File: src/hw/rtl/pmq_pkg.sv
// ----------------------------------------------------------------------------
// pmq_pkg
// Shared types and constants for the motion qualifier block.
// ----------------------------------------------------------------------------
package pmq_pkg;

  localparam int unsigned TIME_W       = 32;
  localparam int unsigned CFG_W        = 16;
  localparam int unsigned LOCK_W       = 17;
  localparam int unsigned STREAK_W     = 3;
  localparam int unsigned TOL_DIV      = 10;
  localparam int unsigned TOL_W        = $clog2(TOL_DIV + 1);
  localparam int unsigned CFG_ADDR_W   = 3;

  localparam logic [STREAK_W-1:0] STREAK_LIMIT = STREAK_W'(3);
  localparam logic [STREAK_W-1:0] STREAK_MAX   = STREAK_W'(7);

  typedef enum logic [CFG_ADDR_W-1:0] {
    CFG_WARMUP    = 3'd0,
    CFG_MIN_EDGE  = 3'd1,
    CFG_COOLDOWN  = 3'd2,
    CFG_ACTUATION = 3'd3,
    CFG_POST_LOCK = 3'd4,
    CFG_STABLE    = 3'd5,
    CFG_AUDIO     = 3'd6
  } cfg_reg_e;

  typedef enum logic [1:0] {
    TRACK_NONE = 2'd0,
    TRACK_RAIN = 2'd1,
    TRACK_DRY  = 2'd2
  } track_e;

  // Result item, fields listed from the highest bit down, matching m_axis_tdata.
  typedef struct packed {
    logic   armed;
    logic   noise_rejected;
    logic   start_actuator;
    track_e play_track;
    logic   motion_accepted;
  } result_t;

endpackage

File: src/hw/rtl/pir_motion_qualifier.sv
// ----------------------------------------------------------------------------
// pir_motion_qualifier
// Qualifies motion sensor edges per millisecond tick item: warm-up, chatter,
// periodic noise, cooldown, rain actuation with lockout and re-arm.
// ----------------------------------------------------------------------------
//  Channel   Dir  Signals                             Payload
//  s_axis    in   tvalid/tready/tdata[7:0]            pir_level, rain_now
//  m_axis    out  tvalid/tready/tdata[7:0]            result fields
//  cfg       in   cfg_valid_i/cfg_ready_o/addr/data   register writes
//
// Each tick item is handled in the cycle it is accepted; its result enters a
// two-entry output buffer, which m_axis drains in order. One item per cycle is
// sustained, limited only by the output buffer filling under backpressure.
// Reset clears all state to its idle values; config writes are always taken.
// Elapsed times are kept as running counters rather than timestamps.
// ----------------------------------------------------------------------------
module pir_motion_qualifier (
  input  logic       clk_i,
  input  logic       rst_ni,
  input  logic       s_axis_tvalid,
  output logic       s_axis_tready,
  input  logic [7:0] s_axis_tdata,   // [0] pir_level, [1] rain_now
  output logic       m_axis_tvalid,
  input  logic       m_axis_tready,
  output logic [7:0] m_axis_tdata,   // [0] motion_accepted, [2:1] play_track,
                                     // [3] start_actuator, [4] noise_rejected,
                                     // [5] armed
  input  logic                           cfg_valid_i,
  output logic                           cfg_ready_o,
  input  logic [pmq_pkg::CFG_ADDR_W-1:0] cfg_addr_i,
  input  logic [pmq_pkg::CFG_W-1:0]      cfg_data_i
);
  import pmq_pkg::*;

  // Configuration registers.
  logic [CFG_W-1:0] warmup_q, min_edge_q, cooldown_q, actuation_q, post_lock_q, stable_q;
  logic             audio_q;

  assign cfg_ready_o = 1'b1;

  always_ff @(posedge clk_i or negedge rst_ni) begin
    if (!rst_ni) begin
      warmup_q    <= CFG_W'(30000);
      min_edge_q  <= CFG_W'(200);
      cooldown_q  <= CFG_W'(5000);
      actuation_q <= CFG_W'(25000);
      post_lock_q <= CFG_W'(15000);
      stable_q    <= CFG_W'(3000);
      audio_q     <= 1'b1;
    end else if (cfg_valid_i) begin
      unique case (cfg_reg_e'(cfg_addr_i))
        CFG_WARMUP:    warmup_q    <= cfg_data_i;
        CFG_MIN_EDGE:  min_edge_q  <= cfg_data_i;
        CFG_COOLDOWN:  cooldown_q  <= cfg_data_i;
        CFG_ACTUATION: actuation_q <= cfg_data_i;
        CFG_POST_LOCK: post_lock_q <= cfg_data_i;
        CFG_STABLE:    stable_q    <= cfg_data_i;
        CFG_AUDIO:     audio_q     <= cfg_data_i[0];
        default: ;
      endcase
    end
  end

  // Qualifier state.
  logic [TIME_W-1:0] now_q, now_d;
  logic [TIME_W-1:0] low_el_q, low_el_d;
  logic [TIME_W-1:0] since_hdl_q, since_hdl_d;
  logic [TIME_W-1:0] since_trig_q, since_trig_d;
  logic [TIME_W-1:0] since_run_q, since_run_d;
  logic [LOCK_W-1:0] lock_q, lock_d;
  logic prev_q, prev_d, pend_q, pend_d, armed_q, armed_d, skip_q, skip_d;
  logic waiting_q, waiting_d, trig_seen_q, trig_seen_d;

  logic              accept_in, level, rain, warm_done, pend;
  logic              handled, accepted, noise_chk, is_noise;
  logic [LOCK_W-1:0] lock_cur;
  logic [TIME_W-1:0] low_cur, dt;
  result_t           res;

  assign accept_in = s_axis_tvalid && s_axis_tready;
  assign level     = s_axis_tdata[0];
  assign rain      = s_axis_tdata[1];
  assign warm_done = now_q >= TIME_W'(warmup_q);
  assign dt        = trig_seen_q ? since_trig_q : '0;

  pmq_noise u_noise (
    .clk_i   (clk_i),
    .rst_ni  (rst_ni),
    .check_i (noise_chk),
    .dt_i    (dt),
    .noise_o (is_noise)
  );

  always_comb begin
    now_d       = now_q;
    prev_d      = prev_q;
    armed_d     = armed_q;
    skip_d      = skip_q;
    waiting_d   = waiting_q;
    trig_seen_d = trig_seen_q;
    lock_d      = lock_q;
    low_el_d    = low_el_q;
    since_hdl_d = since_hdl_q;
    since_trig_d = since_trig_q;
    since_run_d = since_run_q;
    pend_d      = pend_q;
    lock_cur    = lock_q;
    low_cur     = low_el_q;
    pend        = pend_q || (armed_q && level && !prev_q);
    handled     = 1'b0;
    accepted    = 1'b0;
    noise_chk   = 1'b0;
    res         = '0;

    if (accept_in) begin
      prev_d = level;
      if (warm_done) begin
        if (!armed_q) begin
          if (lock_q != '0) begin
            lock_cur = lock_q - LOCK_W'(1);
          end
          lock_d = lock_cur;
          if (lock_cur == '0) begin
            if (!level) begin
              if (!waiting_q) begin
                waiting_d = 1'b1;
                low_cur   = '0;
              end
              if (low_cur >= TIME_W'(stable_q)) begin
                pend    = 1'b0;
                skip_d  = 1'b1;
                armed_d = 1'b1;
              end
            end else begin
              waiting_d = 1'b0;
            end
          end
        end else if (pend) begin
          pend = 1'b0;
          if (skip_q) begin
            skip_d = 1'b0;
          end else if (since_hdl_q >= TIME_W'(min_edge_q)) begin
            handled   = 1'b1;
            noise_chk = 1'b1;
            if (is_noise) begin
              res.noise_rejected = 1'b1;
            end else if (since_run_q > TIME_W'(cooldown_q)) begin
              accepted    = 1'b1;
              trig_seen_d = 1'b1;
              res.motion_accepted = 1'b1;
              if (audio_q) begin
                res.play_track = rain ? TRACK_RAIN : TRACK_DRY;
              end
              if (rain) begin
                res.start_actuator = 1'b1;
                armed_d   = 1'b0;
                waiting_d = 1'b0;
                skip_d    = 1'b0;
                lock_d    = LOCK_W'(actuation_q) + LOCK_W'(post_lock_q);
              end
            end
          end
        end
      end
      pend_d       = pend;
      now_d        = now_q + TIME_W'(1);
      low_el_d     = low_cur + TIME_W'(1);
      // A counter restarted on this tick reads one on the next tick.
      since_hdl_d  = handled  ? TIME_W'(1) : since_hdl_q + TIME_W'(1);
      since_trig_d = accepted ? TIME_W'(1) : since_trig_q + TIME_W'(1);
      since_run_d  = accepted ? TIME_W'(1) : since_run_q + TIME_W'(1);
      res.armed    = armed_d;
    end
  end

  always_ff @(posedge clk_i or negedge rst_ni) begin
    if (!rst_ni) begin
      now_q        <= '0;
      low_el_q     <= '0;
      since_hdl_q  <= '0;
      since_trig_q <= '0;
      since_run_q  <= '0;
      lock_q       <= '0;
      prev_q       <= 1'b0;
      pend_q       <= 1'b0;
      armed_q      <= 1'b1;
      skip_q       <= 1'b0;
      waiting_q    <= 1'b0;
      trig_seen_q  <= 1'b0;
    end else begin
      now_q        <= now_d;
      low_el_q     <= low_el_d;
      since_hdl_q  <= since_hdl_d;
      since_trig_q <= since_trig_d;
      since_run_q  <= since_run_d;
      lock_q       <= lock_d;
      prev_q       <= prev_d;
      pend_q       <= pend_d;
      armed_q      <= armed_d;
      skip_q       <= skip_d;
      waiting_q    <= waiting_d;
      trig_seen_q  <= trig_seen_d;
    end
  end

  // Two-entry result buffer so a new item is taken while a result waits.
  result_t    buf_q [2];
  logic       wr_ptr_q, rd_ptr_q;
  logic [1:0] count_q, count_d;
  logic       pop;

  assign s_axis_tready = count_q != 2'd2;
  assign m_axis_tvalid = count_q != 2'd0;
  assign pop           = m_axis_tvalid && m_axis_tready;
  assign m_axis_tdata  = {2'b00, buf_q[rd_ptr_q]};

  always_comb begin
    count_d = count_q + {1'b0, accept_in} - {1'b0, pop};
  end

  always_ff @(posedge clk_i) begin
    if (accept_in) begin
      buf_q[wr_ptr_q] <= res;
    end
  end

  always_ff @(posedge clk_i or negedge rst_ni) begin
    if (!rst_ni) begin
      wr_ptr_q <= 1'b0;
      rd_ptr_q <= 1'b0;
      count_q  <= 2'd0;
    end else begin
      if (accept_in) begin
        wr_ptr_q <= !wr_ptr_q;
      end
      if (pop) begin
        rd_ptr_q <= !rd_ptr_q;
      end
      count_q <= count_d;
    end
  end

endmodule

File: src/hw/rtl/pmq_noise.sv
// ----------------------------------------------------------------------------
// pmq_noise
// Periodic noise filter: tracks the last trigger interval and a streak of
// intervals that match within the tolerance.
// ----------------------------------------------------------------------------
module pmq_noise (
  input  logic                      clk_i,
  input  logic                      rst_ni,
  input  logic                      check_i,
  input  logic [pmq_pkg::TIME_W-1:0] dt_i,
  output logic                      noise_o
);
  import pmq_pkg::*;

  logic [TIME_W-1:0]       last_int_q, last_int_d;
  logic [STREAK_W-1:0]     streak_q, streak_d;
  logic [STREAK_W-1:0]     streak_nx;
  logic [TIME_W-1:0]       diff;
  logic [TIME_W+TOL_W-1:0] diff_scaled;
  logic                    in_band;

  always_comb begin
    diff = (dt_i >= last_int_q) ? (dt_i - last_int_q) : (last_int_q - dt_i);
    // last / div >= diff is the same as last >= diff * div for integers.
    diff_scaled = (TIME_W+TOL_W)'(diff) * (TIME_W+TOL_W)'(TOL_DIV);
    in_band = (TIME_W+TOL_W)'(last_int_q) >= diff_scaled;
  end

  // The verdict does not depend on check_i, so the caller may gate on it freely.
  always_comb begin
    if (!in_band) begin
      streak_nx = '0;
    end else if (streak_q < STREAK_MAX) begin
      streak_nx = streak_q + STREAK_W'(1);
    end else begin
      streak_nx = streak_q;
    end
    noise_o = (dt_i != '0) && (last_int_q != '0) && (streak_nx >= STREAK_LIMIT);
  end

  always_comb begin
    last_int_d = last_int_q;
    streak_d   = streak_q;
    if (check_i && (dt_i != '0)) begin
      last_int_d = dt_i;
      if (last_int_q == '0) begin
        streak_d = '0;
      end else begin
        streak_d = streak_nx;
      end
    end
  end

  always_ff @(posedge clk_i or negedge rst_ni) begin
    if (!rst_ni) begin
      last_int_q <= '0;
      streak_q   <= '0;
    end else begin
      last_int_q <= last_int_d;
      streak_q   <= streak_d;
    end
  end

endmodule

File: config.mk
export PLATFORM = sky130hd
export DESIGN_NAME = pir_motion_qualifier
export DESIGN_NICKNAME = d
export VERILOG_FILES = /design/src/hw/rtl/pmq_pkg.sv /design/src/hw/rtl/pir_motion_qualifier.sv /design/src/hw/rtl/pmq_noise.sv
export SDC_FILE = /design/constraint.sdc
export NUM_CORES = 1
export LEC_CHECK = 0
export BUFFER_PORTS_ARGS = -buffer_cell sky130_fd_sc_hd__buf_2
export CAP_MARGIN = 0
export CORE_MARGIN = 1
export CORE_UTILIZATION = 60
export DETAILED_ROUTE_END_ITERATION = 8
export GPL_TIMING_DRIVEN = 0
export PLACE_DENSITY = 0.88
export RECOVER_POWER = 100
export SETUP_SLACK_MARGIN = 0.1
export SYNTH_ARGS = -nofsm -noshare
export SYNTH_HDL_FRONTEND = slang
export SYNTH_SLANG_ARGS = --single-unit
File: constraint.sdc
create_clock -name clk_i -period 9.66 [get_ports clk_i]
set_input_delay 1.932 -clock clk_i [delete_from_list [all_inputs] [get_ports clk_i]]
set_output_delay 1.932 -clock clk_i [all_outputs]
set_load 0.005 [all_outputs]
* Word level (Yosys, flattened, before mapping) *
Memory sizes are Yosys's and may differ from the RTL's.
Cells that the tools add are included.

word-level totals
  register bits = 319
  RAM bits = 12
  input bits = 32
  output and inout bits = 11
  word-level logic and storage cells = 182
  memories = 1

memories
  memory  words  bits a word  read ports  clocked after Yosys merged registers in  write ports  RTL line                     RTL
  buf_q   2      6            1           0                                        1            pir_motion_qualifier.sv:207  result_t buf_q [2];

operators by class
  $add $sub $neg = 12
  multiply operators = 1
  order comparisons = 8
  eq/ne operators = 14
  muxes and demuxes = 89
  bitwise gates (word level) = 2
  reduce and logical (&&, ||, !) cells = 31

operator list
  cell                                                                      count
  32-bit two-way mux                                                        16
  17-bit two-way mux                                                        11
  32-bit by 1-bit adder with 32-bit output (second input constant)          5
  32-bit by 16-bit >= comparator with 1-bit output                          3
  32-bit nonzero test                                                       2
  32-bit subtractor                                                         2
  1-bit two-way mux                                                         49
  32-bit by 36-bit >= comparator with 1-bit output                          1
  32-bit by 3-bit multiplier with 35-bit output (second input constant)     1
  32-bit >= comparator                                                      1
  32-bit by 16-bit greater-than comparator with 1-bit output                1
  32-bit zero test                                                          1
  5-bit two-way mux                                                         5
  16-bit by 16-bit adder with 17-bit output                                 1
  17-bit zero test                                                          1
  17-bit nonzero test                                                       1
  17-bit by 1-bit subtractor with 17-bit output (second input constant)     1
  8-bit AND reduction                                                       2
  2-bit AND reduction                                                       7
  3-bit == test (second input constant)                                     3
  3-bit two-way mux                                                         3
  9-bit AND reduction                                                       1
  4-bit two-way mux                                                         2
  2-bit by 1-bit inequality test with 1-bit output (second input constant)  4
  17 further kinds                                                          33

* Longest topological paths before layout *
Gate-level depths: netlist (run 1).

  word-level depth = 17
  mapped depth = 41
  mapped depth without buffers = 38

* Cells and area by module *
From an unflattened synthesis (run 1), not the netlist that was laid out.

unflattened totals
  cells, all modules = 2767
  area total of the unflattened synthesis = 24193.2 um2

modules (own cells, without submodules)
  module                instances  cells each  area an instance (um2)  seq. area each (um2)
  pir_motion_qualifier  1          1740        16646.0                 7513.5
  pmq_noise             1          1027        7547.2                  875.8

* Worst setup path before layout (run 1) *
Ideal clock, no wire load.

  path kind = register to register
  start = register trig_seen_q
  end = register lock_q[4]
  setup time = 128 ps
  arrival time = 7895 ps
  required time = 9532 ps
  setup slack = 1638 ps
  stages on the path, launching flop included = 40
  path buffers = 6
  period minus slack after synthesis = 8022 ps
  cells stage by stage = dfrtp_1 > clkbuf_1 > clkbuf_1 > nand2_1 > ha_1 > buf_2 > a21oi_1 > o221ai_1 > a211oi_1 > o21ai_1 > a21oi_1 > clkbuf_1 > clkbuf_1 > mux2_2 > ha_1 > ha_1 > inv_1 > fa_1 > [... 4 more ...] > a21oi_2 > o21ai_1 > o21ai_0 > nand2b_1 > xnor2_1 > ha_1 > nand4_1 > nor3b_1 > nor4b_1 > o21ai_0 > o221ai_1 > a21oi_1 > o211ai_1 > a221o_1 > or2_1 > buf_6 > a21oi_4 > mux2_1

on the way
  longest elaborated chain between the ends = 10
  elaborated cells between the ends (all ways) = 14
  those cells by class = 2 x add/sub; 1 x mul; 3 x order compare; 1 x eq/ne; 3 x mux; 4 x reduce/logical

ends and longest elaborated chain
  element                                                           RTL line                     RTL
  start, declared                                                   pir_motion_qualifier.sv:72   logic waiting_q, waiting_d, trig_seen_q, trig_seen_d;
  start signal, assigned                                            pir_motion_qualifier.sv:202  trig_seen_q <= trig_seen_d;
  32-bit two-way mux *                                              pir_motion_qualifier.sv:84   assign dt = trig_seen_q ? since_trig_q : '0;
  32-bit subtractor / 32-bit >= comparator (equally long branches)  pmq_noise.sv:23              diff = (dt_i >= last_int_q) ? (dt_i - last_int_q) : (last_int_q - dt_i);
  32-bit two-way mux                                                pmq_noise.sv:23
  32-bit by 3-bit multiplier with 35-bit output                     pmq_noise.sv:25              diff_scaled = (TIME_W+TOL_W)'(diff) * (TIME_W+TOL_W)'(TOL_DIV);
  32-bit by 36-bit >= comparator with 1-bit output                  pmq_noise.sv:26              in_band = (TIME_W+TOL_W)'(last_int_q) >= diff_scaled;
  3-bit two-way mux                                                 pmq_noise.sv:31              if (!in_band) begin
  3-bit by 2-bit >= comparator with 1-bit output                    pmq_noise.sv:38              noise_o = (dt_i != '0) && (last_int_q != '0) && (streak_nx >= STREAK_LIMIT);
  1-bit logical AND *                                               pmq_noise.sv:38
  2-bit inequality test (no source line) *                          -
  8-bit AND reduction (no source line) *                            -
  end signal, assigned                                              pir_motion_qualifier.sv:196  lock_q <= lock_d;
  end, declared                                                     pir_motion_qualifier.sv:70   logic [LOCK_W-1:0] lock_q, lock_d;

Mark *: on every way between the ends. The rest lies on a longest branch, timed or not.
A chain may end at the register's enable or synchronous reset.

* Worst setup path after layout (run 1) *
Ends and elaborated chain as after synthesis.

==> flow_metrics.env, run 1 <==
export IMPL_rsz0062_at_grt="false"
export IMPL_io_pins=43
export IMPL_syn_to_final_growth_pct=9.59
export IMPL_use_met3_pct=3.27
export IMPL_end_kind="flop"
export IMPL_regToRegEndpoint="lock_q[4]$_DFFE_PN0P_"
export IMPL_track_usage_pct=32.4
export IMPL_power_leakage_nw=12.5
export IMPL_cp_required_ns=10.13
export IMPL_slowest_stage="a221o_1"
export IMPL_grt_pass1_wl_mm=106
export IMPL_drive_above_1_share_pct=10.3
export IMPL_rrSetupSlack_ns=0.32
export IMPL_powerDensity_nw_per_um2=153
export IMPL_dieHeight_um=200
export IMPL_fin_ws_ns=0.316
export IMPL_tns_ns=0
export IMPL_drt_pass1_iterations=6
export IMPL_met2_usage_pct=56.1
export IMPL_fin_nets=3066
export IMPL_crit_path_start="trig_seen_q$_DFFE_PN0P_"
export IMPL_drv_slew=240
export IMPL_synth_cells=2709
export IMPL_syn_area_per_cell_um2=8.71
export IMPL_placementRows=72
export IMPL_path_class="reg -> reg"
export IMPL_finalCriticalPeriod_ns=9.34
export IMPL_ys_types=92
export IMPL_use_met1_pct=39.4
export IMPL_crit_path_frequent_cell="ha_1"
export IMPL_maxCapViolations=3
export IMPL_core_area_um2=38700
export IMPL_clk_latency_ns=0.59
export IMPL_slew_limit_headroom_pct=-209
export IMPL_worst_pin_slew_ns=4.63
export IMPL_antenna_found_initial=2
export IMPL_fin_util_pct=66.8
export IMPL_cp_endpoint="lock_q[4]$_DFFE_PN0P_"
export IMPL_synth_top_flop_cell="dfrtp_1"
export IMPL_via_count=20900
export IMPL_drtIter0Drc=1623
export IMPL_die_w_um=200
export IMPL_status="finished, violations left"
export IMPL_dieArea_um2=40100
export IMPL_start_util_pct=60.9
export IMPL_r2r_cells=38
export IMPL_synthTopCellsByArea="dfrtp_1 30%, ha_1 13%, nand2_1 4.9%, o21ai_0 4.9%, dfstp_2 4.1%"
export IMPL_yosys_register_bits=331
export IMPL_path_clk_slew_ns=0.07
export IMPL_routed_via_density=6.27
export IMPL_cp_top_family="compound AO/OA/AOI/OAI gates"
export IMPL_fin_area_um2=25900
export IMPL_grt_pass1_vias=21100
export IMPL_cts_tree="done"
export IMPL_place_congestion=1.03
export IMPL_cts_buffers=31
export IMPL_crit_path_start_kind="flop"
export IMPL_antenna_cells=0
export IMPL_drc=0
export IMPL_setup_viol=0
export IMPL_ctsRootBufferMaster="clkbuf_16"
export IMPL_synthesis_area_um2=23600
export IMPL_synth_top_area_share_pct=29.9
export IMPL_slowest_delay_ns=0.43
export IMPL_htree_levels=1
export IMPL_crit_reg2reg_launch="trig_seen_q$_DFFE_PN0P_"
export IMPL_finalClockSkew_ns=0.0154
export IMPL_hpwl_mm=48.2
export IMPL_crit_fanout=10
export IMPL_port_buffers=30
export IMPL_overflow=0
export IMPL_max_freq_ghz=0.107
export IMPL_grt_busiest_layer="met2"
export IMPL_async_reset_ff_share_pct=96.4
export IMPL_clockBufferDepth=3
export IMPL_final_hold_violation_count=0
export IMPL_wl_mm=65.4
export IMPL_synth_edf_count=12
export IMPL_post_dp_cell_area_um2=24500
export IMPL_fin_crit_sh_pct=96.7
export IMPL_postCtsHoldBufs=0
export IMPL_irDropWorstVdd_uv=190
export IMPL_cp_data_arrival_time_ns=9.81
export IMPL_postRouteAntennaNets=0
export IMPL_violations="max-capacitance violations, max-slew violations"
export IMPL_power_mw=3.96
export IMPL_grt_max_degree=103
export IMPL_pre_cts_ws_ns=-1.70
export IMPL_hold_path_class="reg -> reg"
export IMPL_ys_warn_count=0
export IMPL_cp_num_buf_inv=7
export IMPL_crit_cells=38
export IMPL_hold_start="now_q[31]$_DFFE_PN0P_"
export IMPL_wl_per_cell_um=19.6
export IMPL_cts_sinks=331
export IMPL_yosysSeqAreaShare_pct=35.6
export IMPL_yosysTopAreaCell="dfrtp_1"
per-stage QoR:
step | hold WS [ns] | cells
after global placement | 0.455 | 3258
final | 0.469 | 3330
after CTS | 0.472 | 3322
after detailed placement | 0.459 | 3261
after global routing | 0.506 | 3330
after floorplan | 0.441 | 2710
how the worst min path moves through the flow:
stage	cells past startpoint	slack (ns)	to
6_report	1	0.47	now_q[31]$_DFFE_PN0P_
5_1_grt	1	0.51	now_q[31]$_DFFE_PN0P_
4_1_cts	1	0.47	now_q[31]$_DFFE_PN0P_
3_5_place_dp	1	0.46	now_q[31]$_DFFE_PN0P_
3_3_place_gp	1	0.46	now_q[31]$_DFFE_PN0P_
2_1_floorplan	1	0.44	now_q[31]$_DFFE_PN0P_
state kept, by name (all words and copies together) (netlist names), 2 cells and up:
name	flops
since_run_q	32
since_hdl_q	32
actuation_q	16
count_q	2
low_el_q	32
buf_q	12
min_edge_q	16
u_noise.last_int_q	32
stable_q	16
post_lock_q	16
since_trig_q	32
now_q	32
lock_q	17
cooldown_q	16
warmup_q	16
u_noise.streak_q	3
cells in the mapped netlist, types with 52 or more instances:
library cell / n
nand2_1: 306
dfrtp_1: 282
ha_1: 243
o21ai_0: 229
nor2_1: 197
inv_1: 188
a21oi_1: 168
xnor2_1: 95
xor2_1: 89
nand3_1: 76
nand4_1: 67
mux2_2: 60
clkbuf_1: 59
and3_1: 56
a21o_1: 54
nor3_1: 52
kinds of logic (layout without fill, tap and decap cells):
| group | Yosys count | count (layout) | synth area share, % |
|---|---|---|---|
| AO/OA/AOI/OAI | 654 | 655 | 16.9 |
| XOR/XNOR | 185 | 185 | 6.90 |
| adder cells (fa/ha/maj) | 247 | 247 | 13.2 |
| buffers and inverters | 293 | 394 | 5.06 |
| flip-flops | 331 | 331 | 35.6 |
| multiplexers | 70 | 70 | 3.35 |
| other | 2 | 3 | 0.0318 |
| AND/OR/NAND/NOR | 927 | 927 | 19.0 |
cells in the final DEF, fill, tap and decap left out, types with 56 or more instances in the layout:
| master | count |
|---|---|
| nand2_1 | 306 |
| dfrtp_1 | 282 |
| ha_1 | 243 |
| o21ai_0 | 230 |
| nor2_1 | 196 |
| inv_1 | 188 |
| a21oi_1 | 163 |
| xnor2_1 | 95 |
| xor2_1 | 88 |
| nand3_1 | 76 |
| nand4_1 | 67 |
| clkbuf_1 | 63 |
| and3_1 | 56 |
| mux2_2 | 56 |
what timing repair did:
action                     4_1_cts  5_1_grt
buffers inserted                 3        8
pin swaps                        3       13
gates cloned                     0        1
resized for setup               33       46
setup endpoints to repair       99       97
metal layers:
metal	share of wire, %	wire (um)	up-vias
met4	5.6	3680	2
met5	0.023	15	-
met2	49	32000	833
met3	6.0	3910	219
met1	39	25700	10100
li1	-	-	9725
final cells by class:
class / instances / area, um2
tap: 518 / 648
inverter: 189 / 709
clock buffer: 45 / 950
sequential: 331 / 8390
fill: 2984 / 12900
timing repair buffer: 44 / 268
clock inverter: 13 / 154
buffer: 103 / 513
multi-input combinational: 2087 / 14200
power breakdown:
group	internal (mW)	switching, mW
Combinational	0.367	0.542
Sequential	1.59	0.145
Clock	0.762	0.550
Power figures use the tool's default switching activity.
==> run 2, diff against run 1 <==
- ABC_AREA: default -> 1
==> flow_metrics.env, run 2 <==
export IMPL_post_dp_cell_area_um2=26200
export IMPL_core_area_um2=41200
export IMPL_io_pins=43
export IMPL_ys_warn_count=0
export IMPL_dieArea_um2=43000
export IMPL_final_cell_mix="885 x nand2_1, 560 x inv_1, 282 x dfrtp_1"
export IMPL_hold_path_class="reg -> reg"
export IMPL_yosysTopAreaCell="dfrtp_1"
export IMPL_setup_viol=0
export IMPL_rsz0062_at_grt="false"
export IMPL_syn_area_per_cell_um2=7.24
export IMPL_n_fill_cell=3422
export IMPL_status="finished, violations left"
export IMPL_cts_sinks=331
export IMPL_htree_levels=2
export IMPL_placementRows=74
export IMPL_synth_common_cells="885 x nand2_1, 557 x inv_1, 282 x dfrtp_1"
export IMPL_yosysSeqAreaShare_pct=33.1
export IMPL_slew_limit_headroom_pct=-289
export IMPL_via_count=23500
export IMPL_port_buffers=33
export IMPL_max_freq_ghz=0.111
export IMPL_fin_nets=3851
export IMPL_synth_top_flop_cell="dfrtp_1"
export IMPL_crit_path_start_kind="flop"
export IMPL_grt_pass1_vias=22700
export IMPL_track_usage_pct=30.6
export IMPL_crit_path_frequent_cell="nand2_1"
export IMPL_cts_tree="done"
export IMPL_fin_crit_sh_pct=93.0
export IMPL_final_hold_violation_count=0
export IMPL_overflow=0
export IMPL_ctsRootBufferMaster="clkbuf_16"
export IMPL_finalClockSkew_ns=0.0262
export IMPL_drive_above_1_share_pct=6.61
export IMPL_synth_edf_count=12
export IMPL_path_class="reg -> reg"
export IMPL_finalCriticalPeriod_ns=8.98
export IMPL_synthesis_area_um2=25300
export IMPL_fin_area_um2=27300
export IMPL_routed_via_density=5.68
export IMPL_cp_required_ns=9.94
export IMPL_place_congestion=1.01
export IMPL_drv_slew=209
export IMPL_slowest_delay_ns=0.51
export IMPL_fin_util_pct=66.3
export IMPL_start_util_pct=61.4
export IMPL_synthTopCellsByArea="dfrtp_1 28%, nand2_1 13%, ha_1 12%, inv_1 8.3%, o21ai_0 4.5%"
export IMPL_synth_cells=3496
export IMPL_final_common_cell="nand2_1"
export IMPL_hpwl_mm=50.2
export IMPL_path_clk_slew_ns=0.06
export IMPL_dieHeight_um=207
export IMPL_rrSetupSlack_ns=0.68
export IMPL_cp_num_buf_inv=10
export IMPL_cp_data_arrival_time_ns=9.26
export IMPL_maxCapViolations=3
export IMPL_syn_to_final_growth_pct=7.97
export IMPL_end_kind="flop"
export IMPL_clockBufferDepth=3
export IMPL_slowest_stage="dfrtp_1"
export IMPL_drc=0
export IMPL_drt_pass1_iterations=5
export IMPL_grt_max_degree=126
export IMPL_wl_per_cell_um=15.9
export IMPL_cp_top_family="simple AND/OR/NAND/NOR gates"
export IMPL_antenna_found_initial=0
export IMPL_worst_pin_slew_ns=5.83
export IMPL_synth_top_area_share_pct=27.9
export IMPL_die_w_um=207
export IMPL_yosysMostFrequentCell="nand2_1"
export IMPL_grt_pass1_wl_mm=108
export IMPL_cts_buffers=38
export IMPL_antenna_cells=0
export IMPL_async_reset_ff_share_pct=96.4
export IMPL_postRouteAntennaNets=0
export IMPL_crit_fanout=10
export IMPL_clk_latency_ns=0.56
export IMPL_drtIter0Drc=1836
export IMPL_yosys_register_bits=331
export IMPL_wl_mm=65.7
export IMPL_ys_types=65
export IMPL_violations="max-capacitance violations, max-slew violations"
run 2: changes by cell type after synthesis, sizes merged, moves of 39 or more:
cell / change
a21o: -39
and3: -50
inv: +377
mux2: -61
nand2: +589
nand3: +108
nor2: +104
run 2: final timing paths:
path                                    startpoint                           end  cells past startpoint
max                        trig_seen_q$_DFFE_PN0P_         buf_q[1][3]$_DFFE_PP_                     43
min                        warmup_q[3]$_DFFE_PN0P_       warmup_q[3]$_DFFE_PN0P_                      2
max reg2reg                trig_seen_q$_DFFE_PN0P_         buf_q[1][3]$_DFFE_PP_                     43
min reg2reg                warmup_q[3]$_DFFE_PN0P_       warmup_q[3]$_DFFE_PN0P_                      2
max in group asynchronous                   rst_ni  since_trig_q[29]$_DFFE_PN0P_                      3
min in group asynchronous                   rst_ni    actuation_q[6]$_DFFE_PN0P_                      1
run 2: per-stage QoR:
stage	hold slack [ns]	setup WS [ns]	std cells	setup TNS [ns]
2_1_floorplan	0.446	2.55	3497	0
3_3_place_gp	0.464	-0.368	4062	-20.13
3_5_place_dp	0.474	-0.497	4064	-31.73
4_1_cts	0.489	0.117	4132	0
5_1_grt	0.499	0.0765	4133	0
6_report	0.485	0.678	4133	0
run 2: timing repair:
action / 4_1_cts / 5_1_grt
endpoints found under the setup margin: 96 / 96
endpoints found under the hold margin: 0 / 0
hold buffers: 0 / 0
resized for setup: 3 / 8
setup buffers: 0 / 1
pin swaps: 0 / 1
run 2: cell type report:
cell class	instances	area, um2	area share [%]
Multi-Input combinational cell	2527	14400	52.5
Sequential cell	331	8390	30.7
Inverter	565	2120	7.76
Clock buffer	58	1130	4.12
Tap cell	532	666	2.44
Buffer	73	347	1.27
Timing Repair Buffer	36	198	0.723
Clock inverter	11	134	0.490
run 2: worst reg2reg max path: cells and delay by family, from the launching register on:
family / cells / cell delay [ns]
simple gates: 17 / 2.58
buf+inv: 10 / 2.03
compound gates: 10 / 1.93
fa+ha+maj: 4 / 1.34
flops: 1 / 0.51
xor+xnor: 2 / 0.33
run 2: cells by family (layout without fill, tap and decap cells):
logic type      Yosys count  count (layout)  synth area share, %
fa+ha+maj               247             247                 12.3
mux                       5               5                0.198
flops                   331             331                 33.1
simple gates           1608            1608                 28.0
other cells               2               3               0.0297
buf+inv                 639             743                 9.79
compound gates          517             517                 11.4
xor+xnor                147             147                 5.09
run 2: routing by layer:
layer  GRT usage [%]  wire length [um]
met4            12.4              2380
met2            51.8             31100
met1            39.5             27700
met5               0                 0
met3            4.07              4410
Power of run 2 is left out: the tool's default activity adds up to more than one toggle a clock period on the data nets, which glitch-free logic cannot reach.
